**config.mk**
```make
export PLATFORM = sky130hd
export DESIGN_NAME = priority_slice_round_robin_scheduler
export DESIGN_NICKNAME = d
export VERILOG_FILES = /design/src/rtl/core/prss_pkg.sv /design/src/rtl/core/prss_ctrl.sv /design/src/rtl/core/prss_dpath.sv /design/src/rtl/core/priority_slice_round_robin_scheduler.sv
export SDC_FILE = /design/constraint.sdc
export NUM_CORES = 1
export LEC_CHECK = 0
export BUFFER_PORTS_ARGS = -buffer_cell sky130_fd_sc_hd__buf_4
export CORE_MARGIN = 3
export CORE_UTILIZATION = 35
export DETAILED_ROUTE_END_ITERATION = 10
export HOLD_SLACK_MARGIN = 0.15
export MAX_ROUTING_LAYER = met4
export PLACE_DENSITY = 0.47
export SYNTH_ARGS = -nofsm -noshare
export SYNTH_HDL_FRONTEND = slang
export SYNTH_SLANG_ARGS = --single-unit
```
**constraint.sdc**
```tcl
create_clock -name clk -period 9.8 [get_ports clk]
set_clock_uncertainty 0.05 [all_clocks]
set_input_delay 0.98 -clock clk [delete_from_list [all_inputs] [get_ports clk]]
set_output_delay 0.98 -clock clk [all_outputs]
set_load 0.005 [all_outputs]
```
**src/rtl/core/prss_pkg.sv**
```systemverilog
// Package for the priority slice round robin scheduler: payload structs,
// slot status and function codes, controller states and datapath commands.
// Used by every module of the block; depends on nothing.
package prss_pkg;

  localparam int SLOT_COUNT = 16;
  localparam int SLOT_W     = $clog2(SLOT_COUNT);
  localparam logic [SLOT_W-1:0] SLOT_LAST = SLOT_W'(SLOT_COUNT - 1);

  // Configuration register indexes.
  localparam logic [2:0] CFG_ENABLE = 3'd0;
  localparam logic [2:0] CFG_HIGH   = 3'd1;
  localparam logic [2:0] CFG_NORMAL = 3'd2;
  localparam logic [2:0] CFG_LOW    = 3'd3;
  localparam logic [2:0] CFG_IDLE   = 3'd4;

  // Function codes of a request.
  localparam logic [2:0] FN_TICK      = 3'd0;
  localparam logic [2:0] FN_YIELD     = 3'd1;
  localparam logic [2:0] FN_CREATE    = 3'd2;
  localparam logic [2:0] FN_SET_PRIO  = 3'd3;
  localparam logic [2:0] FN_TERMINATE = 3'd4;

  // Result status codes.
  localparam logic [1:0] RS_OK        = 2'd0;
  localparam logic [1:0] RS_FULL      = 2'd1;
  localparam logic [1:0] RS_NOT_FOUND = 2'd2;

  // Priority codes.
  localparam logic [1:0] PR_IDLE   = 2'd0;
  localparam logic [1:0] PR_LOW    = 2'd1;
  localparam logic [1:0] PR_NORMAL = 2'd2;
  localparam logic [1:0] PR_HIGH   = 2'd3;

  typedef enum logic [1:0] {
    SL_FREE    = 2'd0,
    SL_READY   = 2'd1,
    SL_RUNNING = 2'd2
  } slot_state_t;

  typedef struct packed {
    logic [2:0]  func;
    logic [1:0]  prio;
    logic [15:0] target_pid;
  } in_item_t;

  typedef struct packed {
    logic [3:0]  run_slot;
    logic [15:0] run_pid;
    logic        switched;
    logic [15:0] new_pid;
    logic [1:0]  status;
  } out_item_t;

  typedef enum logic [3:0] {
    S_IDLE, S_DISPATCH, S_TICK, S_SW_INIT, S_SW_TEST, S_SET_RUN,
    S_T_INIT, S_T_PRED, S_T_FREE, S_T_WALK,
    S_CR_SCAN, S_CR_LINK, S_SP_SCAN, S_SP_WRITE, S_DONE
  } state_t;

  typedef enum logic [3:0] {
    OP_NONE, OP_LOAD, OP_TICK, OP_SW_INIT, OP_SW_TEST, OP_SET_RUN,
    OP_T_INIT, OP_T_PRED, OP_T_FREE, OP_T_WALK,
    OP_CR_SCAN, OP_CR_LINK, OP_SP_SCAN, OP_SP_WRITE, OP_OUT
  } op_t;

  typedef struct packed {
    op_t op;
  } cmd_t;

  typedef struct packed {
    logic [2:0] func;
    logic       en;
    logic       hit;
    logic       last;
    logic       single;
    logic       out_busy;
  } stat_t;

  // Base slice for a priority.
  function automatic logic [3:0] slice_for(input logic [1:0] p, input logic [3:0] hi,
                                           input logic [3:0] nm, input logic [3:0] lo,
                                           input logic [3:0] id);
    logic [3:0] s;
    case (p)
      PR_HIGH:   s = hi;
      PR_NORMAL: s = nm;
      PR_LOW:    s = lo;
      default:   s = id;
    endcase
    return s;
  endfunction

endpackage

```
**src/rtl/core/prss_ctrl.sv**
```systemverilog
// Controller state machine of the scheduler: sequences each request as
// datapath commands. Depends on prss_pkg.
module prss_ctrl (
  input  logic            clk,
  input  logic            rst_n,
  input  logic            in_valid,
  output logic            in_ready,
  input  prss_pkg::stat_t stat,
  output prss_pkg::cmd_t  cmd
);

  prss_pkg::state_t state_r, state_nxt;

  // State register.
  always_ff @(posedge clk) begin
    if (!rst_n) begin
      state_r <= prss_pkg::S_IDLE;
    end else begin
      state_r <= state_nxt;
    end
  end

  // Next state.
  always_comb begin
    state_nxt = state_r;
    case (state_r)
      prss_pkg::S_IDLE: begin
        if (in_valid) state_nxt = prss_pkg::S_DISPATCH;
      end
      prss_pkg::S_DISPATCH: begin
        case (stat.func)
          prss_pkg::FN_TICK:      state_nxt = stat.en ? prss_pkg::S_TICK : prss_pkg::S_DONE;
          prss_pkg::FN_YIELD:     state_nxt = stat.en ? prss_pkg::S_SW_INIT : prss_pkg::S_DONE;
          prss_pkg::FN_CREATE:    state_nxt = prss_pkg::S_CR_SCAN;
          prss_pkg::FN_SET_PRIO:  state_nxt = prss_pkg::S_SP_SCAN;
          prss_pkg::FN_TERMINATE: state_nxt = stat.en ? prss_pkg::S_T_INIT : prss_pkg::S_DONE;
          default:                state_nxt = prss_pkg::S_DONE;
        endcase
      end
      prss_pkg::S_TICK:    state_nxt = stat.hit ? prss_pkg::S_SW_INIT : prss_pkg::S_DONE;
      prss_pkg::S_SW_INIT: state_nxt = prss_pkg::S_SW_TEST;
      prss_pkg::S_SW_TEST: begin
        if (stat.hit || stat.last) state_nxt = prss_pkg::S_SET_RUN;
      end
      prss_pkg::S_SET_RUN: state_nxt = prss_pkg::S_DONE;
      prss_pkg::S_T_INIT:  state_nxt = stat.single ? prss_pkg::S_DONE : prss_pkg::S_T_PRED;
      prss_pkg::S_T_PRED: begin
        if (stat.hit || stat.last) state_nxt = prss_pkg::S_T_FREE;
      end
      prss_pkg::S_T_FREE:  state_nxt = prss_pkg::S_T_WALK;
      prss_pkg::S_T_WALK: begin
        if (stat.hit || stat.last) state_nxt = prss_pkg::S_SET_RUN;
      end
      prss_pkg::S_CR_SCAN: begin
        if (stat.hit) state_nxt = prss_pkg::S_CR_LINK;
        else if (stat.last) state_nxt = prss_pkg::S_DONE;
      end
      prss_pkg::S_CR_LINK: state_nxt = prss_pkg::S_DONE;
      prss_pkg::S_SP_SCAN: begin
        if (stat.hit) state_nxt = prss_pkg::S_SP_WRITE;
        else if (stat.last) state_nxt = prss_pkg::S_DONE;
      end
      prss_pkg::S_SP_WRITE: state_nxt = prss_pkg::S_DONE;
      prss_pkg::S_DONE: begin
        if (!stat.out_busy) state_nxt = prss_pkg::S_IDLE;
      end
      default: state_nxt = prss_pkg::S_IDLE;
    endcase
  end

  // Outputs.
  always_comb begin
    in_ready = 1'b0;
    cmd.op   = prss_pkg::OP_NONE;
    case (state_r)
      prss_pkg::S_IDLE: begin
        in_ready = 1'b1;
        if (in_valid) cmd.op = prss_pkg::OP_LOAD;
      end
      prss_pkg::S_TICK:     cmd.op = prss_pkg::OP_TICK;
      prss_pkg::S_SW_INIT:  cmd.op = prss_pkg::OP_SW_INIT;
      prss_pkg::S_SW_TEST:  cmd.op = prss_pkg::OP_SW_TEST;
      prss_pkg::S_SET_RUN:  cmd.op = prss_pkg::OP_SET_RUN;
      prss_pkg::S_T_INIT:   cmd.op = prss_pkg::OP_T_INIT;
      prss_pkg::S_T_PRED:   cmd.op = prss_pkg::OP_T_PRED;
      prss_pkg::S_T_FREE:   cmd.op = prss_pkg::OP_T_FREE;
      prss_pkg::S_T_WALK:   cmd.op = prss_pkg::OP_T_WALK;
      prss_pkg::S_CR_SCAN:  cmd.op = prss_pkg::OP_CR_SCAN;
      prss_pkg::S_CR_LINK:  cmd.op = prss_pkg::OP_CR_LINK;
      prss_pkg::S_SP_SCAN:  cmd.op = prss_pkg::OP_SP_SCAN;
      prss_pkg::S_SP_WRITE: cmd.op = prss_pkg::OP_SP_WRITE;
      prss_pkg::S_DONE: begin
        if (!stat.out_busy) cmd.op = prss_pkg::OP_OUT;
      end
      default: cmd.op = prss_pkg::OP_NONE;
    endcase
  end

endmodule

```
**src/rtl/core/prss_dpath.sv**
```systemverilog
// Datapath of the scheduler: slot table, ring links, walk pointer,
// configuration registers and result register. Depends on prss_pkg.
module prss_dpath (
  input  logic                clk,
  input  logic                rst_n,
  input  prss_pkg::in_item_t  in_data,
  input  logic                cfg_valid,
  input  logic [2:0]          cfg_index,
  input  logic [3:0]          cfg_data,
  input  logic                out_ready,
  output logic                out_valid,
  output prss_pkg::out_item_t out_data,
  input  prss_pkg::cmd_t      cmd,
  output prss_pkg::stat_t     stat
);

  localparam int W = prss_pkg::SLOT_W;
  localparam int N = prss_pkg::SLOT_COUNT;

  prss_pkg::slot_state_t st_r [N];
  logic [15:0]  pid_r  [N];
  logic [1:0]   prio_r [N];
  logic [3:0]   base_r [N];
  logic [3:0]   left_r [N];
  logic [W-1:0] link_r [N];

  logic [W-1:0] cur_r, ptr_r, aux_r, k_r;
  logic [15:0]  pid_ctr_r;
  logic         found_r;
  prss_pkg::in_item_t req_r;
  logic         en_r;
  logic [3:0]   sl_hi_r, sl_nm_r, sl_lo_r, sl_id_r;
  logic         out_valid_r;
  prss_pkg::out_item_t out_r;
  logic         res_sw_r;
  logic [15:0]  res_pid_r;
  logic [1:0]   res_st_r;

  logic [W-1:0] rd_idx;
  prss_pkg::slot_state_t rd_st;
  logic [W-1:0] rd_link;
  logic         rd_live;
  logic [3:0]   req_slice;

  // One table read per cycle, at the current slot or at the walk pointer.
  always_comb begin
    case (cmd.op)
      prss_pkg::OP_TICK, prss_pkg::OP_SW_INIT, prss_pkg::OP_T_INIT,
      prss_pkg::OP_CR_LINK, prss_pkg::OP_OUT: rd_idx = cur_r;
      default: rd_idx = ptr_r;
    endcase
  end

  assign rd_st     = st_r[rd_idx];
  assign rd_link   = link_r[rd_idx];
  assign rd_live   = (rd_st == prss_pkg::SL_READY) || (rd_st == prss_pkg::SL_RUNNING);
  assign req_slice = prss_pkg::slice_for(req_r.prio, sl_hi_r, sl_nm_r, sl_lo_r, sl_id_r);

  // Status back to the controller.
  always_comb begin
    stat.func     = req_r.func;
    stat.en       = en_r;
    stat.single   = (rd_link == cur_r);
    stat.out_busy = out_valid_r && !out_ready;
    stat.last     = (k_r == prss_pkg::SLOT_LAST);
    case (cmd.op)
      prss_pkg::OP_TICK:    stat.hit = (left_r[rd_idx] <= 4'd1);
      prss_pkg::OP_SW_TEST: stat.hit = rd_live || (ptr_r == aux_r);
      prss_pkg::OP_T_PRED:  stat.hit = (rd_link == cur_r);
      prss_pkg::OP_T_WALK:  stat.hit = rd_live;
      prss_pkg::OP_CR_SCAN: begin
        stat.hit  = (rd_st == prss_pkg::SL_FREE);
        stat.last = (ptr_r == prss_pkg::SLOT_LAST);
      end
      prss_pkg::OP_SP_SCAN: begin
        stat.hit  = (rd_st != prss_pkg::SL_FREE) && (pid_r[rd_idx] == req_r.target_pid);
        stat.last = (ptr_r == prss_pkg::SLOT_LAST);
      end
      default: stat.hit = 1'b0;
    endcase
  end

  // Configuration registers.
  always_ff @(posedge clk) begin
    if (!rst_n) begin
      en_r    <= 1'b0;
      sl_hi_r <= 4'd4;
      sl_nm_r <= 4'd2;
      sl_lo_r <= 4'd1;
      sl_id_r <= 4'd1;
    end else if (cfg_valid) begin
      case (cfg_index)
        prss_pkg::CFG_ENABLE: en_r    <= cfg_data[0];
        prss_pkg::CFG_HIGH:   sl_hi_r <= cfg_data;
        prss_pkg::CFG_NORMAL: sl_nm_r <= cfg_data;
        prss_pkg::CFG_LOW:    sl_lo_r <= cfg_data;
        prss_pkg::CFG_IDLE:   sl_id_r <= cfg_data;
        default: ;
      endcase
    end
  end

  // Slot table, walk registers and result, driven by the command.
  always_ff @(posedge clk) begin
    if (!rst_n) begin
      for (int i = 0; i < N; i++) begin
        st_r[i]   <= (i == 0) ? prss_pkg::SL_RUNNING : prss_pkg::SL_FREE;
        pid_r[i]  <= 16'd0;
        prio_r[i] <= (i == 0) ? prss_pkg::PR_NORMAL : prss_pkg::PR_IDLE;
        base_r[i] <= (i == 0) ? 4'd2 : 4'd0;
        left_r[i] <= (i == 0) ? 4'd2 : 4'd0;
        link_r[i] <= W'(i);
      end
      cur_r       <= '0;
      ptr_r       <= '0;
      aux_r       <= '0;
      k_r         <= '0;
      found_r     <= 1'b0;
      pid_ctr_r   <= 16'd1;
      out_valid_r <= 1'b0;
      res_sw_r    <= 1'b0;
      res_pid_r   <= 16'd0;
      res_st_r    <= prss_pkg::RS_OK;
    end else begin
      // A taken result is cleared unless a new one is loaded in its place.
      if (out_valid_r && out_ready && (cmd.op != prss_pkg::OP_OUT)) out_valid_r <= 1'b0;
      case (cmd.op)
        prss_pkg::OP_LOAD: begin
          req_r     <= in_data;
          res_sw_r  <= 1'b0;
          res_pid_r <= 16'd0;
          res_st_r  <= prss_pkg::RS_OK;
          k_r       <= '0;
          ptr_r     <= (in_data.func == prss_pkg::FN_CREATE) ? W'(1) : '0;
        end
        prss_pkg::OP_TICK: begin
          if (left_r[rd_idx] != 4'd0) left_r[rd_idx] <= left_r[rd_idx] - 4'd1;
        end
        prss_pkg::OP_SW_INIT: begin
          left_r[rd_idx] <= base_r[rd_idx];
          if (rd_st == prss_pkg::SL_RUNNING) st_r[rd_idx] <= prss_pkg::SL_READY;
          ptr_r    <= rd_link;
          aux_r    <= cur_r;
          k_r      <= '0;
          res_sw_r <= 1'b1;
        end
        prss_pkg::OP_SW_TEST, prss_pkg::OP_T_WALK: begin
          if (!stat.hit) begin
            if (stat.last) begin
              ptr_r <= aux_r;
            end else begin
              ptr_r <= rd_link;
              k_r   <= k_r + W'(1);
            end
          end
        end
        prss_pkg::OP_SET_RUN: begin
          cur_r        <= ptr_r;
          st_r[ptr_r]  <= prss_pkg::SL_RUNNING;
        end
        prss_pkg::OP_T_INIT: begin
          res_sw_r <= 1'b1;
          aux_r    <= rd_link;
          ptr_r    <= rd_link;
          k_r      <= '0;
          found_r  <= 1'b0;
          if (rd_link == cur_r) begin
            left_r[rd_idx] <= base_r[rd_idx];
            st_r[rd_idx]   <= prss_pkg::SL_RUNNING;
          end
        end
        prss_pkg::OP_T_PRED: begin
          if (stat.hit) begin
            found_r <= 1'b1;
          end else if (!stat.last) begin
            ptr_r <= rd_link;
            k_r   <= k_r + W'(1);
          end
        end
        prss_pkg::OP_T_FREE: begin
          if (found_r) link_r[ptr_r] <= aux_r;
          link_r[cur_r] <= cur_r;
          st_r[cur_r]   <= prss_pkg::SL_FREE;
          pid_r[cur_r]  <= 16'd0;
          prio_r[cur_r] <= prss_pkg::PR_IDLE;
          base_r[cur_r] <= 4'd0;
          left_r[cur_r] <= 4'd0;
          ptr_r         <= aux_r;
          k_r           <= '0;
        end
        prss_pkg::OP_CR_SCAN: begin
          if (!stat.hit) begin
            if (stat.last) res_st_r <= prss_pkg::RS_FULL;
            else ptr_r <= ptr_r + W'(1);
          end
        end
        prss_pkg::OP_CR_LINK: begin
          res_pid_r     <= pid_ctr_r;
          pid_ctr_r     <= pid_ctr_r + 16'd1;
          pid_r[ptr_r]  <= pid_ctr_r;
          st_r[ptr_r]   <= prss_pkg::SL_READY;
          prio_r[ptr_r] <= req_r.prio;
          base_r[ptr_r] <= req_slice;
          left_r[ptr_r] <= req_slice;
          link_r[ptr_r] <= rd_link;
          link_r[cur_r] <= ptr_r;
        end
        prss_pkg::OP_SP_SCAN: begin
          if (!stat.hit) begin
            if (stat.last) res_st_r <= prss_pkg::RS_NOT_FOUND;
            else ptr_r <= ptr_r + W'(1);
          end
        end
        prss_pkg::OP_SP_WRITE: begin
          prio_r[ptr_r] <= req_r.prio;
          base_r[ptr_r] <= req_slice;
        end
        prss_pkg::OP_OUT: begin
          out_valid_r    <= 1'b1;
          out_r.run_slot <= 4'(cur_r);
          out_r.run_pid  <= pid_r[rd_idx];
          out_r.switched <= res_sw_r;
          out_r.new_pid  <= res_pid_r;
          out_r.status   <= res_st_r;
        end
        default: ;
      endcase
    end
  end

  assign out_valid = out_valid_r;
  assign out_data  = out_r;

endmodule

```
**src/rtl/core/priority_slice_round_robin_scheduler.sv**
```systemverilog
// Top level of the priority slice round robin scheduler.
// Instantiates prss_ctrl and prss_dpath; depends on prss_pkg.
//
// One request is handled at a time and gives one result. A create or a set
// priority scans the slot table, one slot scanned a cycle; a switch is set
// by the ring walk that follows one link a cycle, and a terminate walks the
// ring twice. The next request can be accepted in the following cycle after
// the result register is loaded, while the finished result waits in the
// output register; a result that has not been taken holds back the one
// after it. Configuration writes are taken in any cycle.
module priority_slice_round_robin_scheduler (
  input  logic                clk,
  input  logic                rst_n,
  input  logic                in_valid,
  output logic                in_ready,
  input  prss_pkg::in_item_t  in_data,
  output logic                out_valid,
  input  logic                out_ready,
  output prss_pkg::out_item_t out_data,
  input  logic                cfg_valid,
  output logic                cfg_ready,
  input  logic [2:0]          cfg_index,
  input  logic [3:0]          cfg_data
);

  prss_pkg::cmd_t  cmd;
  prss_pkg::stat_t stat;

  assign cfg_ready = 1'b1;

  prss_ctrl u_ctrl (
    .clk      (clk),
    .rst_n    (rst_n),
    .in_valid (in_valid),
    .in_ready (in_ready),
    .stat     (stat),
    .cmd      (cmd)
  );

  prss_dpath u_dpath (
    .clk       (clk),
    .rst_n     (rst_n),
    .in_data   (in_data),
    .cfg_valid (cfg_valid),
    .cfg_index (cfg_index),
    .cfg_data  (cfg_data),
    .out_ready (out_ready),
    .out_valid (out_valid),
    .out_data  (out_data),
    .cmd       (cmd),
    .stat      (stat)
  );

endmodule

```
==> impl_metrics.py, run 1 <==
metrics = {
    "finish": {
        "num_antenna_cells": 0,
        "n_fill_cell": 8145,
        "areaGrowthSynthToFinish_pct": 13.9,
        "post_route_cells_drive_above_1_share": 0.101,
        "layout.nets": 2972,
        "mostFrequentLayoutCells": "633 x sky130_fd_sc_hd__nand2_1, 540 x sky130_fd_sc_hd__edfxtp_1, 517 x sky130_fd_sc_hd__nor2_1",
        "final_common_cell": "sky130_fd_sc_hd__nand2_1",
    },
    "synth": {
        "post_syn_nets": 2955,
        "flip_flop_and_latch_count_after_synthesis": 614,
        "synth_area_sq_um": 29500,
        "synth.avg_cell_area_sq_um": 10.1,
        "synth_ff_type": "sky130_fd_sc_hd__edfxtp_1",
        "yosysWarningCount": 0,
        "async_flop_share": 0,
        "synth_cells": 2911,
        "synth_edf_count": 540,
        "cell_variety_after_synth": 94,
        "seq_area_frac_synth": 0.601,
    },
    "run": {
        "cap_viol_max_count": 0,
    },
    "sta": {
        "fin_hold_viols": 0,
        "final_setup_viols": 0,
        "fin_tns_setup_ns": 0,
        "setup_ws_ns": 3.71,
        "slew_at_the_pin_closest_to_its_max_slew_limit_ns": 1.17,
        "grt_setup_unrepaired": "no",
        "finalMaxSlewViolations": 0,
        "post-route-period-util": 0.622,
        "timing.max_slew.rel_slack": 0.221,
        "max_freq_mhz": 164,
        "min_period_ns": 6.09,
    },
    "drt": {
        "via_count": 22800,
        "wl_per_cell_microns": 24.3,
        "first_iter_violations": 2366,
        "detail-route-antenna-nets": 0,
        "vias_per_inst": 5.61,
        "drt_first_pass_iters": 6,
        "totalWireLength_microns": 98500,
        "drc_errors": 0,
    },
    "grt": {
        "global_route.usage.total": 0.230,
        "grt_max_degree": 184,
        "grt_antenna_before_repair": 1,
        "global_route.overflow_total": 0,
        "grt_first_pass_wirelength_microns": 146000,
        "first_global_vias": 22100,
    },
    "power_and_ir_drop": {
        "powerDensity_nw_per_um2": 234,
        "worst_ir_drop_vdd_mv": 0.154,
        "leakage_power_total_nw": 11.6,
    },
    "critical_path": {
        "cpMaxStageDelayCell": "sky130_fd_sc_hd__dfxtp_1",
        "cp_delay_by_family_top": "compound AO/OA/AOI/OAI gates",
        "worst_r2r_path_depth": 17,
        "path_max_fanout": 50,
        "worstSetupEndpointType": "register",
        "crit_buf_inv": 2,
        "critical_path_class": "reg -> reg",
        "timing.critical_path.from": "u_ctrl.state_r[2]",
        "critPathMaxStageDelay_ns": 0.74,
        "timing.reg2reg.setup_slack_ns": 3.71,
        "timing.rr.end": "u_dpath.ptr_r[2]",
        "r2r-start": "u_ctrl.state_r[2]",
        "critical_path_arrival_ns": 6.52,
        "cp.depth": 17,
        "setup.worst_path.start_class": "register",
        "crit_path_cell_trace": "nor2b_1 > a211oi_2 > o21ai_0 > nand2_2 > buf_4 > nand3_1 > and3_1 > a311oi_1 > a31o_2 > inv_1 > ha_1 > o21a_1 > a21oi_1 > a21bo_1 > a31oi_4 > o211ai_4 > mux2i_1",
        "timing.critical_path.to": "u_dpath.ptr_r[2]",
        "worst-endpoint-required_ns": 10.23,
    },
    "floorplanning": {
        "initial_utilization": 0.356,
        "core.rowCount": 105,
        "die_outline_area_sq_um": 87700,
        "floorplan.core_area_sq_um": 82800,
        "floorplan.io_pins": 75,
        "die_h_microns": 296,
        "floorplan.die.width_microns": 296,
    },
    "cts": {
        "clk_sinks": 614,
        "post-cts-setup-buffers": 0,
        "maximum_root_to_sink_buffer_count": 3,
        "cts_hold_repair.buffers": 0,
        "numCtsBuffers": 72,
        "tritoncts": "yes",
        "cts_resized": 0,
        "cts_max_level": 3,
        "clk-insertion-delay-late_ns": 0.65,
        "cts_root_buf": "sky130_fd_sc_hd__clkbuf_16",
        "clkTransAtPathRegs_ns": 0.06,
    },
    "placed_design": {
        "post-place-ws_ns": 3.46,
        "globalplace.congestion": 0.926,
        "portBuffers": 73,
        "detailedPlacementHpwl_microns": 64300,
    },
    "outcome": {
        "status": "finished, final reports clean",
    },
    "worst_hold_path": {
        "hp-class": "reg -> reg",
    },
}
worst min-delay path by stage:
stage | slack (ns) | cells past startpoint | from | to
CTS | 0.38 | 0 | u_dpath.res_pid_r[1] | u_dpath.out_data[3]
global placement | 0.36 | 0 | u_dpath.res_pid_r[11] | u_dpath.out_data[13]
detailed placement | 0.36 | 0 | u_dpath.res_pid_r[1] | u_dpath.out_data[3]
global route | 0.39 | 0 | u_dpath.res_pid_r[1] | u_dpath.out_data[3]
floorplan | 0.36 | 0 | u_dpath.cur_r[0] | u_dpath.out_data[35]
finish | 0.38 | 0 | u_dpath.res_pid_r[1] | u_dpath.out_data[3]
routing by layer:
metal / wire [microns] / global-route usage / vias up
met4: 2510 / 0.0666 / 0
met2: 44700 / 0.349 / 884
met3: 6680 / 0.0287 / 149
met5: 0 / - / -
met1: 44600 / 0.325 / 11400
li1: - / - / 10400
cell usage after synthesis (5+ instances only):
cell type,n,share of area
sky130_fd_sc_hd__a211oi_1,11,0.0028
sky130_fd_sc_hd__a21oi_1,58,0.0099
sky130_fd_sc_hd__a221oi_1,6,0.0018
sky130_fd_sc_hd__a22oi_1,32,0.0082
sky130_fd_sc_hd__a311oi_1,10,0.0030
sky130_fd_sc_hd__a31oi_1,16,0.0034
sky130_fd_sc_hd__a32oi_1,12,0.0036
sky130_fd_sc_hd__a41oi_1,5,0.0015
sky130_fd_sc_hd__and2_1,10,0.0021
sky130_fd_sc_hd__and3_1,19,0.0040
sky130_fd_sc_hd__buf_1,17,0.0022
sky130_fd_sc_hd__buf_2,46,0.0078
sky130_fd_sc_hd__buf_6,9,0.0034
sky130_fd_sc_hd__clkbuf_1,117,0.015
sky130_fd_sc_hd__dfxtp_1,74,0.050
sky130_fd_sc_hd__edfxtp_1,540,0.55
sky130_fd_sc_hd__ha_1,11,0.0047
sky130_fd_sc_hd__inv_1,27,0.0034
sky130_fd_sc_hd__mux2_2,7,0.0027
sky130_fd_sc_hd__mux2i_1,117,0.040
sky130_fd_sc_hd__nand2_1,634,0.081
sky130_fd_sc_hd__nand2b_1,14,0.0030
sky130_fd_sc_hd__nand3_1,240,0.041
sky130_fd_sc_hd__nand4_1,22,0.0047
sky130_fd_sc_hd__nor2_1,519,0.066
sky130_fd_sc_hd__nor2b_1,16,0.0034
sky130_fd_sc_hd__nor3_1,36,0.0061
sky130_fd_sc_hd__nor3_2,6,0.0020
sky130_fd_sc_hd__nor3b_1,5,0.0013
sky130_fd_sc_hd__nor4_1,10,0.0021
sky130_fd_sc_hd__o211ai_1,6,0.0015
sky130_fd_sc_hd__o21ai_0,57,0.0097
sky130_fd_sc_hd__o21ai_1,14,0.0024
sky130_fd_sc_hd__o22ai_1,35,0.0074
sky130_fd_sc_hd__or2_2,5,0.0011
sky130_fd_sc_hd__or3_1,8,0.0017
sky130_fd_sc_hd__xnor2_1,22,0.0065
sky130_fd_sc_hd__xor2_1,18,0.0054
final cells by class:
class | instances | area, sq um | area share
flip-flops and latches | 614 | 17700 | 0.527
inverters | 29 | 109 | 0.00324
clock buffers | 88 | 1900 | 0.0566
repair buffers | 134 | 1030 | 0.0307
well taps | 1070 | 1340 | 0.0399
multi-input cells | 2077 | 10900 | 0.325
clock inverters | 45 | 579 | 0.0173
logic make-up (layout without fill, tap and decap cells):
family,Yosys count,count (layout),synth area share
xor+xnor,40,40,0.0119
buf+inv,220,296,0.0325
compound gates,331,331,0.0791
simple gates,1566,1566,0.226
other cells,1,1,0.000127
mux,128,128,0.0455
fa+ha+maj,11,11,0.00467
flops,614,614,0.601
state kept, by name, summed over array words and instances, names as in the netlist, 16 cells and up:
name,cells
u_dpath.pid_ctr_r,16
u_dpath.res_pid_r,16
u_dpath.st_r,32
u_dpath.left_r,64
u_dpath.base_r,64
u_dpath.out_data,39
u_dpath.req_r,18
u_dpath.link_r,64
u_dpath.pid_r,256
per-stage QoR:
step	instances	hold slack, ns	util	power (mW)	cell area (sq um)
2_1_floorplan	2911	0.356	-	4.40	29500
3_3_place_gp	3924	0.363	0.376	5.11	31100
3_5_place_dp	3924	0.363	0.376	5.11	31100
4_1_cts	4057	0.379	0.406	7.91	33600
5_1_grt	4057	0.388	0.406	8.19	33600
6_report	4057	0.378	0.406	7.87	33600
where the power goes:
group,switching [mW],internal [mW]
Clock,1.16,1.64
Sequential,0.0629,2.97
Combinational,1.47,0.568
Total,2.69,5.18
(Power assumes the default switching activity.)
==> inputs of run 2 (changes only) <==
--- a/config.mk
+++ b/config.mk
@@ -5,6 +5,7 @@
 export SDC_FILE = /design/constraint.sdc
 export NUM_CORES = 1
 export LEC_CHECK = 0
+export ABC_AREA = 1
 export BUFFER_PORTS_ARGS = -buffer_cell sky130_fd_sc_hd__buf_4
 export CORE_MARGIN = 3
 export CORE_UTILIZATION = 35
==> constraint.sdc (replaced) <==
create_clock -name clk -period 5.9 [get_ports clk]
set_clock_uncertainty 0.05 [all_clocks]
set_input_delay 0.59 -clock clk [delete_from_list [all_inputs] [get_ports clk]]
set_output_delay 0.59 -clock clk [all_outputs]
set_load 0.005 [all_outputs]
==> run 2 against run 1 <==
Compared with the run above: critical path depth rose by 7; die area fell by 0.82%; sequential power rose by 69%; critical path type unchanged; critical endpoint is now u_ctrl.state_r[2]; combinational power rose to 2.6 times the previous value; non-clock buffer count rose by 1; sequential cell count did not move.
==> impl_metrics.py, run 2 <==
metrics = {
    "cts": {
        "tritoncts": "yes",
        "cts_max_level": 3,
        "clkTransAtPathRegs_ns": 0.05,
        "cts_root_buf": "sky130_fd_sc_hd__clkbuf_16",
        "cts_resized": 0,
        "maximum_root_to_sink_buffer_count": 3,
        "clk_sinks": 614,
        "post-cts-setup-buffers": 0,
        "clk-insertion-delay-late_ns": 0.63,
        "numCtsBuffers": 76,
        "cts_hold_repair.buffers": 22,
    },
    "synth": {
        "yosys.cell_count.top_type": "sky130_fd_sc_hd__nand2_1",
        "cell_variety_after_synth": 51,
        "netlist.top_cell.by_area": "sky130_fd_sc_hd__edfxtp_1",
        "flip_flop_and_latch_count_after_synthesis": 614,
        "synth_edf_count": 540,
        "synth_area_sq_um": 29200,
        "synth_cells": 3199,
        "synth.avg_cell_area_sq_um": 9.13,
        "fraction_of_post_synthesis_cell_area_in_the_top_cell_type_by_area": 0.555,
        "post_syn_nets": 3243,
        "post_synth_main_area_contributors": "sky130_fd_sc_hd__edfxtp_1 55%, sky130_fd_sc_hd__nand2_1 9.9%, sky130_fd_sc_hd__nand3_1 7.8%, sky130_fd_sc_hd__nor2_1 7.5%, sky130_fd_sc_hd__dfxtp_1 5.1%",
        "synth_ff_type": "sky130_fd_sc_hd__edfxtp_1",
        "async_flop_share": 0,
        "seq_area_frac_synth": 0.606,
        "yosysWarningCount": 0,
        "post_synth_most_frequent_cells": "771 x sky130_fd_sc_hd__nand2_1, 582 x sky130_fd_sc_hd__nor2_1, 540 x sky130_fd_sc_hd__edfxtp_1, 456 x sky130_fd_sc_hd__nand3_1, 173 x sky130_fd_sc_hd__inv_1",
    },
    "power_and_ir_drop": {
        "post-layout-total-power_mw": 15.0,
        "leakage_power_total_nw": 12.2,
        "powerDensity_nw_per_um2": 450,
        "worst_ir_drop_vdd_mv": 0.388,
    },
    "sta": {
        "grt_setup_unrepaired": "no",
        "fin_hold_viols": 0,
        "max_freq_mhz": 197,
        "setup_ws_ns": 0.826,
        "fin_tns_setup_ns": 0,
        "post-route-period-util": 0.860,
        "final_setup_viols": 0,
        "finalMaxSlewViolations": 0,
        "min_period_ns": 5.07,
        "slew_at_the_pin_closest_to_its_max_slew_limit_ns": 1.23,
        "timing.max_slew.rel_slack": 0.180,
    },
    "grt": {
        "grt_antenna_before_repair": 1,
        "grt_max_degree": 96,
        "grt_first_pass_wirelength_microns": 146000,
        "global_route.overflow_total": 0,
        "first_global_vias": 23000,
        "global_route.usage.total": 0.229,
    },
    "drt": {
        "drt_first_pass_iters": 6,
        "vias_per_inst": 5.36,
        "totalWireLength_microns": 97600,
        "drc_errors": 0,
        "first_iter_violations": 2113,
        "wl_per_cell_microns": 22.4,
        "detail-route-antenna-nets": 0,
        "via_count": 23400,
    },
    "critical_path": {
        "critPathMaxStageDelay_ns": 0.48,
        "cp_delay_by_family_top": "simple AND/OR/NAND/NOR gates",
        "crit_path_cell_trace": "inv_2 > nor2_1 > nand2_1 > nand2_1 > inv_2 > nand2_4 > nand2_2 > nand2_8 > buf_4 > o21ai_0 > o211ai_1 > nand3_1 > nand2_1 > inv_2 > ha_1 > nor2_1 > nor2_1 > a21oi_1 > nand2_1 > inv_2 > nand4_1 > nand2_1 > nand2_1 > a21oi_1",
        "cp.depth": 24,
        "cpMaxStageDelayCell": "sky130_fd_sc_hd__nand2_8",
        "path_max_fanout": 58,
        "setup.worst_path.start_class": "register",
        "worstSetupEndpointType": "register",
        "worst_r2r_path_depth": 24,
        "critical_path_arrival_ns": 5.57,
        "worst-endpoint-required_ns": 6.40,
        "crit_buf_inv": 5,
        "path_common_cell": "sky130_fd_sc_hd__nand2_1",
        "timing.critical_path.from": "u_ctrl.state_r[3]",
        "critical_path_class": "reg -> reg",
        "r2r-start": "u_ctrl.state_r[3]",
    },
    "finish": {
        "post_route_cells_drive_above_1_share": 0.0868,
        "mostFrequentLayoutCells": "771 x sky130_fd_sc_hd__nand2_1, 579 x sky130_fd_sc_hd__nor2_1, 540 x sky130_fd_sc_hd__edfxtp_1",
        "areaGrowthSynthToFinish_pct": 14.1,
        "layout.nets": 3270,
        "final_common_cell": "sky130_fd_sc_hd__nand2_1",
        "area_of_all_placed_cells_without_fillers_sq_um": 33300,
        "registers.top_by_ff_count": "u_dpath.pid_r",
        "num_antenna_cells": 0,
        "layout.cells.non_filler": 4355,
        "largest_register_ffs": 256,
    },
    "placed_design": {
        "post-place-cells": 4196,
        "globalplace.congestion": 0.884,
        "detailedPlacementHpwl_microns": 64000,
        "place_area_sq_um": 30700,
        "portBuffers": 73,
        "post-place-ws_ns": 0.823,
    },
    "floorplanning": {
        "floorplan.core_area_sq_um": 82400,
        "die_h_microns": 295,
        "die_outline_area_sq_um": 87000,
        "initial_utilization": 0.355,
        "core.rowCount": 105,
        "floorplan.io_pins": 75,
        "floorplan.die.width_microns": 295,
    },
    "worst_hold_path": {
        "min_delay_path_depth": 3,
        "hold_path.startpoint": "cfg_data[2]",
        "hp-class": "in -> reg",
    },
    "run": {
        "cap_viol_max_count": 0,
    },
    "outcome": {
        "status": "finished, final reports clean",
    },
}
## run 2: final cells by class
type	instances	area [sq um]
Sequential cell	614	17700
Multi-Input combinational cell	2210	9950
Inverter	189	709
Clock inverter	35	402
Tap cell	1070	1340
Timing Repair Buffer	135	1180
Fill cell	8237	49000
Clock buffer	102	2050
## run 2: worst paths after layout
check | to | slack, ns
setup reg to reg | u_ctrl.state_r[2] | 0.83
hold reg to reg | u_dpath.out_data[5] | 0.38
setup / recovery | u_ctrl.state_r[2] | 0.83
hold / removal | u_dpath.sl_hi_r[2] | 0.18
## run 2: metal layers
| layer | routed length, microns | share of wire | global-route usage | up-vias |
|---|---|---|---|---|
| li1 | - | - | - | 10900 |
| met1 | 42200 | 0.43 | 0.300 | 11500 |
| met2 | 47000 | 0.48 | 0.375 | 808 |
| met3 | 5910 | 0.061 | 0.0322 | 157 |
| met4 | 2430 | 0.025 | 0.0607 | 0 |
| met5 | 0 | 0 | - | - |
## run 2: kinds of logic after synthesis
family,after synthesis,synth area share
buffers and inverters,375,0.0561
AO/OA/AOI/OAI,294,0.0598
XOR/XNOR,7,0.00210
AND/OR/NAND/NOR,1897,0.272
other,1,0.000128
flip-flops,614,0.606
adder cells (fa/ha/maj),11,0.00471
## run 2: worst register-to-register path, cell delays in order, from the launching register on
cell	delay [ns]
sky130_fd_sc_hd__dfxtp_1	0.45
sky130_fd_sc_hd__inv_2	0.07
sky130_fd_sc_hd__nor2_1	0.14
sky130_fd_sc_hd__nand2_1	0.29
sky130_fd_sc_hd__nand2_1	0.19
sky130_fd_sc_hd__inv_2	0.07
sky130_fd_sc_hd__nand2_4	0.18
sky130_fd_sc_hd__nand2_2	0.36
sky130_fd_sc_hd__nand2_8	0.49
sky130_fd_sc_hd__buf_4	0.42
sky130_fd_sc_hd__o21ai_0	0.14
sky130_fd_sc_hd__o211ai_1	0.22
sky130_fd_sc_hd__nand3_1	0.10
sky130_fd_sc_hd__nand2_1	0.15
sky130_fd_sc_hd__inv_2	0.09
sky130_fd_sc_hd__ha_1	0.22
sky130_fd_sc_hd__nor2_1	0.33
sky130_fd_sc_hd__nor2_1	0.09
sky130_fd_sc_hd__a21oi_1	0.15
sky130_fd_sc_hd__nand2_1	0.10
sky130_fd_sc_hd__inv_2	0.13
sky130_fd_sc_hd__nand4_1	0.21
sky130_fd_sc_hd__nand2_1	0.18
sky130_fd_sc_hd__nand2_1	0.07
sky130_fd_sc_hd__a21oi_1	0.12
## run 2: stage by stage
| step | utilization | hold WS [ns] |
|---|---|---|
| global route | 0.405 | 0.164 |
| CTS | 0.405 | 0.150 |
| floorplan | - | 0.353 |
| finish | 0.405 | 0.183 |
| global placement | 0.372 | 0.364 |
| detailed placement | 0.372 | 0.363 |
## run 2: where the power goes
| group | switching (mW) | internal [mW] | total (mW) |
|---|---|---|---|
| Sequential | 0.139 | 4.98 | 5.11 |
| Combinational | 3.88 | 1.38 | 5.26 |
| Clock | 1.91 | 2.73 | 4.64 |
| Total | 5.93 | 9.08 | 15.0 |
==> inputs of run 3 (changes only) <==
--- a/config.mk
+++ b/config.mk
@@ -12,7 +12,7 @@
 export DETAILED_ROUTE_END_ITERATION = 10
 export HOLD_SLACK_MARGIN = 0.15
 export MAX_ROUTING_LAYER = met4
-export PLACE_DENSITY = 0.47
+export PLACE_DENSITY_LB_ADDON = 0.25
 export SYNTH_ARGS = -nofsm -noshare
 export SYNTH_HDL_FRONTEND = slang
 export SYNTH_SLANG_ARGS = --single-unit
==> constraint.sdc (replaced) <==
create_clock -name clk -period 5.3 [get_ports clk]
set_clock_uncertainty 0.05 [all_clocks]
set_input_delay 0.53 -clock clk [delete_from_list [all_inputs] [get_ports clk]]
set_output_delay 0.53 -clock clk [all_outputs]
set_load 0.005 [all_outputs]
==> run 3 against run 2 <==
Compared with the run above: register-to-register slack worse by 0.36 ns; first-iteration DRC count decreased by 2.6%; clock power about the same; worst setup slack lost 0.36 ns; total power up 6.9%; sequential power grew 11%; global-route usage fell by 2.6 points; combinational power grew 9.3%; hold slack gained 0.0043 ns; maximum frequency is 5.0% higher; routed wire length shrank 12%; clock-buffer cell count down 12; critical endpoint is now u_dpath.pid_r[7][9]; largest cell class unchanged.
==> impl_metrics.py, run 3 (synthesized netlist as in run 2, its figures left out) <==
metrics = {
    "finish": {
        "areaGrowthSynthToFinish_pct": 13.4,
        "num_antenna_cells": 0,
        "n_fill_cell": 8150,
        "mostFrequentLayoutCells": "771 x sky130_fd_sc_hd__nand2_1, 579 x sky130_fd_sc_hd__nor2_1, 540 x sky130_fd_sc_hd__edfxtp_1",
        "registers.top_by_ff_count": "u_dpath.pid_r",
        "largest_register_ffs": 256,
        "area_of_all_placed_cells_without_fillers_sq_um": 33100,
        "post_route_cells_drive_above_1_share": 0.0835,
        "multi_input_comb_area_sq_um": 9950,
        "layout.nets": 3276,
        "layout.cells.non_filler": 4353,
        "seqCellArea_sq_um": 17700,
        "final_common_cell": "sky130_fd_sc_hd__nand2_1",
    },
    "drt": {
        "vias_per_inst": 5.26,
        "wl_met1_microns": 38300,
        "wl_per_cell_microns": 19.8,
        "drt_first_pass_iters": 6,
        "first_iter_violations": 2059,
        "drc_errors": 0,
        "met3_length_microns": 6210,
        "detail-route-antenna-nets": 0,
        "topRoutingLayerUsed": "met4",
        "totalWireLength_microns": 86100,
        "met2WireLength_microns": 39200,
        "via_count": 22900,
    },
    "critical_path": {
        "crit_path_cell_trace": "inv_2 > nor2_1 > nand2_1 > buf_4 > nor2_2 > buf_4 > inv_1 > a21oi_1 > buf_4 > inv_1 > nor3_1 > nand2_1 > nand2_1",
        "worstSetupEndpointType": "register",
        "worst-endpoint-required_ns": 5.46,
        "timing.reg2reg.setup_slack_ns": 0.47,
        "timing.rr.end": "u_dpath.pid_r[7][9]",
        "setup.worst_path.start_class": "register",
        "r2r-start": "u_ctrl.state_r[3]",
        "critical_path_arrival_ns": 4.99,
        "path_max_fanout": 24,
        "critPathMaxStageDelay_ns": 0.86,
        "critical_path_class": "reg -> reg",
        "cp_delay_by_family_top": "simple AND/OR/NAND/NOR gates",
        "cpMaxStageDelayCell": "sky130_fd_sc_hd__nand2_1",
        "worst_r2r_path_depth": 13,
        "crit_buf_inv": 6,
    },
    "sta": {
        "post-route-period-util": 0.912,
        "min_period_ns": 4.83,
        "final_setup_viols": 0,
        "finalMaxSlewViolations": 0,
        "worst_hold_slack_ns": 0.187,
        "fin_hold_viols": 0,
        "max_freq_mhz": 207,
        "timing.max_slew.rel_slack": 0.278,
        "slew_at_the_pin_closest_to_its_max_slew_limit_ns": 1.08,
        "grt_setup_unrepaired": "no",
        "fin_tns_setup_ns": 0,
    },
    "cts": {
        "clkTransAtPathRegs_ns": 0.06,
        "cts_max_level": 3,
        "cts_root_buf": "sky130_fd_sc_hd__clkbuf_16",
        "tritoncts": "yes",
        "clk-insertion-delay-late_ns": 0.61,
        "clk_sinks": 614,
        "maximum_root_to_sink_buffer_count": 3,
        "numCtsBuffers": 68,
    },
    "worst_hold_path": {
        "min_delay_path_depth": 4,
        "hold_path_end": "u_dpath.out_valid",
        "hold_path.startpoint": "out_ready",
        "hp-class": "in -> reg",
    },
    "grt": {
        "first_global_vias": 21900,
        "grt_max_degree": 90,
        "grt_antenna_before_repair": 0,
        "global_route.usage.total": 0.203,
        "grt_first_pass_wirelength_microns": 132000,
        "global_route.overflow_total": 0,
    },
    "placed_design": {
        "portBuffers": 73,
        "place_area_sq_um": 30800,
        "globalplace.congestion": 0.891,
        "detailedPlacementHpwl_microns": 56100,
        "post-place-cells": 4206,
    },
    "floorplanning": {
        "floorplan.io_pins": 75,
        "floorplan.die.width_microns": 295,
        "initial_utilization": 0.355,
        "floorplan.core_area_sq_um": 82400,
        "die_h_microns": 295,
        "core.rowCount": 105,
        "die_outline_area_sq_um": 87000,
    },
    "power_and_ir_drop": {
        "worst_ir_drop_vdd_mv": 0.338,
        "power_switching_mw": 6.24,
        "power.share.combinational": 0.359,
        "leakage_power_total_nw": 12.1,
        "pwr-share-seq": 0.354,
        "powerDensity_nw_per_um2": 484,
        "internal_power_mw": 9.81,
        "clkPwrFrac": 0.288,
        "p_sw_frac": 0.389,
    },
    "outcome": {
        "status": "finished, final reports clean",
    },
    "run": {
        "cap_viol_max_count": 0,
    },
}
## run 3: changes by cell type in the layout (fill, tap and decap cells not counted), moves of 2 or more
cell	before	now
sky130_fd_sc_hd__buf_12	9	11
sky130_fd_sc_hd__buf_4	104	112
sky130_fd_sc_hd__clkbuf_16	76	70
sky130_fd_sc_hd__clkbuf_8	5	0
sky130_fd_sc_hd__clkinv_1	11	17
sky130_fd_sc_hd__clkinv_2	11	5
sky130_fd_sc_hd__clkinv_8	3	1
sky130_fd_sc_hd__dlygate4sd3_1	22	26
sky130_fd_sc_hd__inv_16	3	0
sky130_fd_sc_hd__inv_6	1	4
## run 3: worst max path at each step
stage	startpoint	end	slack, ns	cells past startpoint
floorplan	out_ready	u_dpath.ptr_r[2]	1.40	30
global placement	out_ready	u_dpath.ptr_r[2]	0.50	27
detailed placement	out_ready	u_dpath.ptr_r[2]	0.49	27
CTS	u_ctrl.state_r[2]	u_dpath.ptr_r[2]	0.59	26
global route	u_ctrl.state_r[3]	u_dpath.pid_r[2][7]	0.10	13
finish	u_ctrl.state_r[3]	u_dpath.pid_r[7][9]	0.47	13
## run 3: repair_timing
item                      CTS  global route
setup buffers               0             0
resized for setup           0             0
hold buffers               26             0
hold endpoints to repair   34             0
## run 3: power groups by stage
stage / logic, mW / clock network [mW] / registers, mW
2_1_floorplan: 3.88 / 0 / 5.71
3_3_place_gp: 5.73 / 0 / 5.77
3_5_place_dp: 5.73 / 0 / 5.77
4_1_cts: 5.76 / 4.70 / 5.67
5_1_grt: 6.34 / 4.89 / 5.70
6_report: 5.75 / 4.62 / 5.68
## run 3: final cells by class
cell class | count | area share
Clock buffer | 90 | 0.0551
Sequential cell | 614 | 0.534
Timing Repair Buffer | 149 | 0.0399
Multi-Input combinational cell | 2210 | 0.300
Inverter | 189 | 0.0214
Clock inverter | 31 | 0.00876
Tap cell | 1070 | 0.0404
## run 3: per-layer routing
layer,track usage,vias up
met4,0.0588,0
li1,-,10900
met3,0.0358,151
met2,0.313,855
met1,0.276,11000
met5,-,-
## run 3: worst reg2reg max path, stage by stage, from the launching register on
cell,delay (ns)
sky130_fd_sc_hd__dfxtp_1,0.44
sky130_fd_sc_hd__inv_2,0.07
sky130_fd_sc_hd__nor2_1,0.14
sky130_fd_sc_hd__nand2_1,0.09
sky130_fd_sc_hd__buf_4,0.18
sky130_fd_sc_hd__nor2_2,0.11
sky130_fd_sc_hd__buf_4,0.27
sky130_fd_sc_hd__inv_1,0.14
sky130_fd_sc_hd__a21oi_1,0.16
sky130_fd_sc_hd__buf_4,0.26
sky130_fd_sc_hd__inv_1,0.32
sky130_fd_sc_hd__nor3_1,0.68
sky130_fd_sc_hd__nand2_1,0.67
sky130_fd_sc_hd__nand2_1,0.86
## run 3: stage by stage
step | utilization | worst slack, ns | total power [mW]
floorplan | - | 1.40 | 9.59
CTS | 0.402 | 0.587 | 16.1
global route | 0.402 | 0.103 | 16.9
detailed placement | 0.373 | 0.486 | 11.5
finish | 0.402 | 0.467 | 16.0
global placement | 0.373 | 0.499 | 11.5
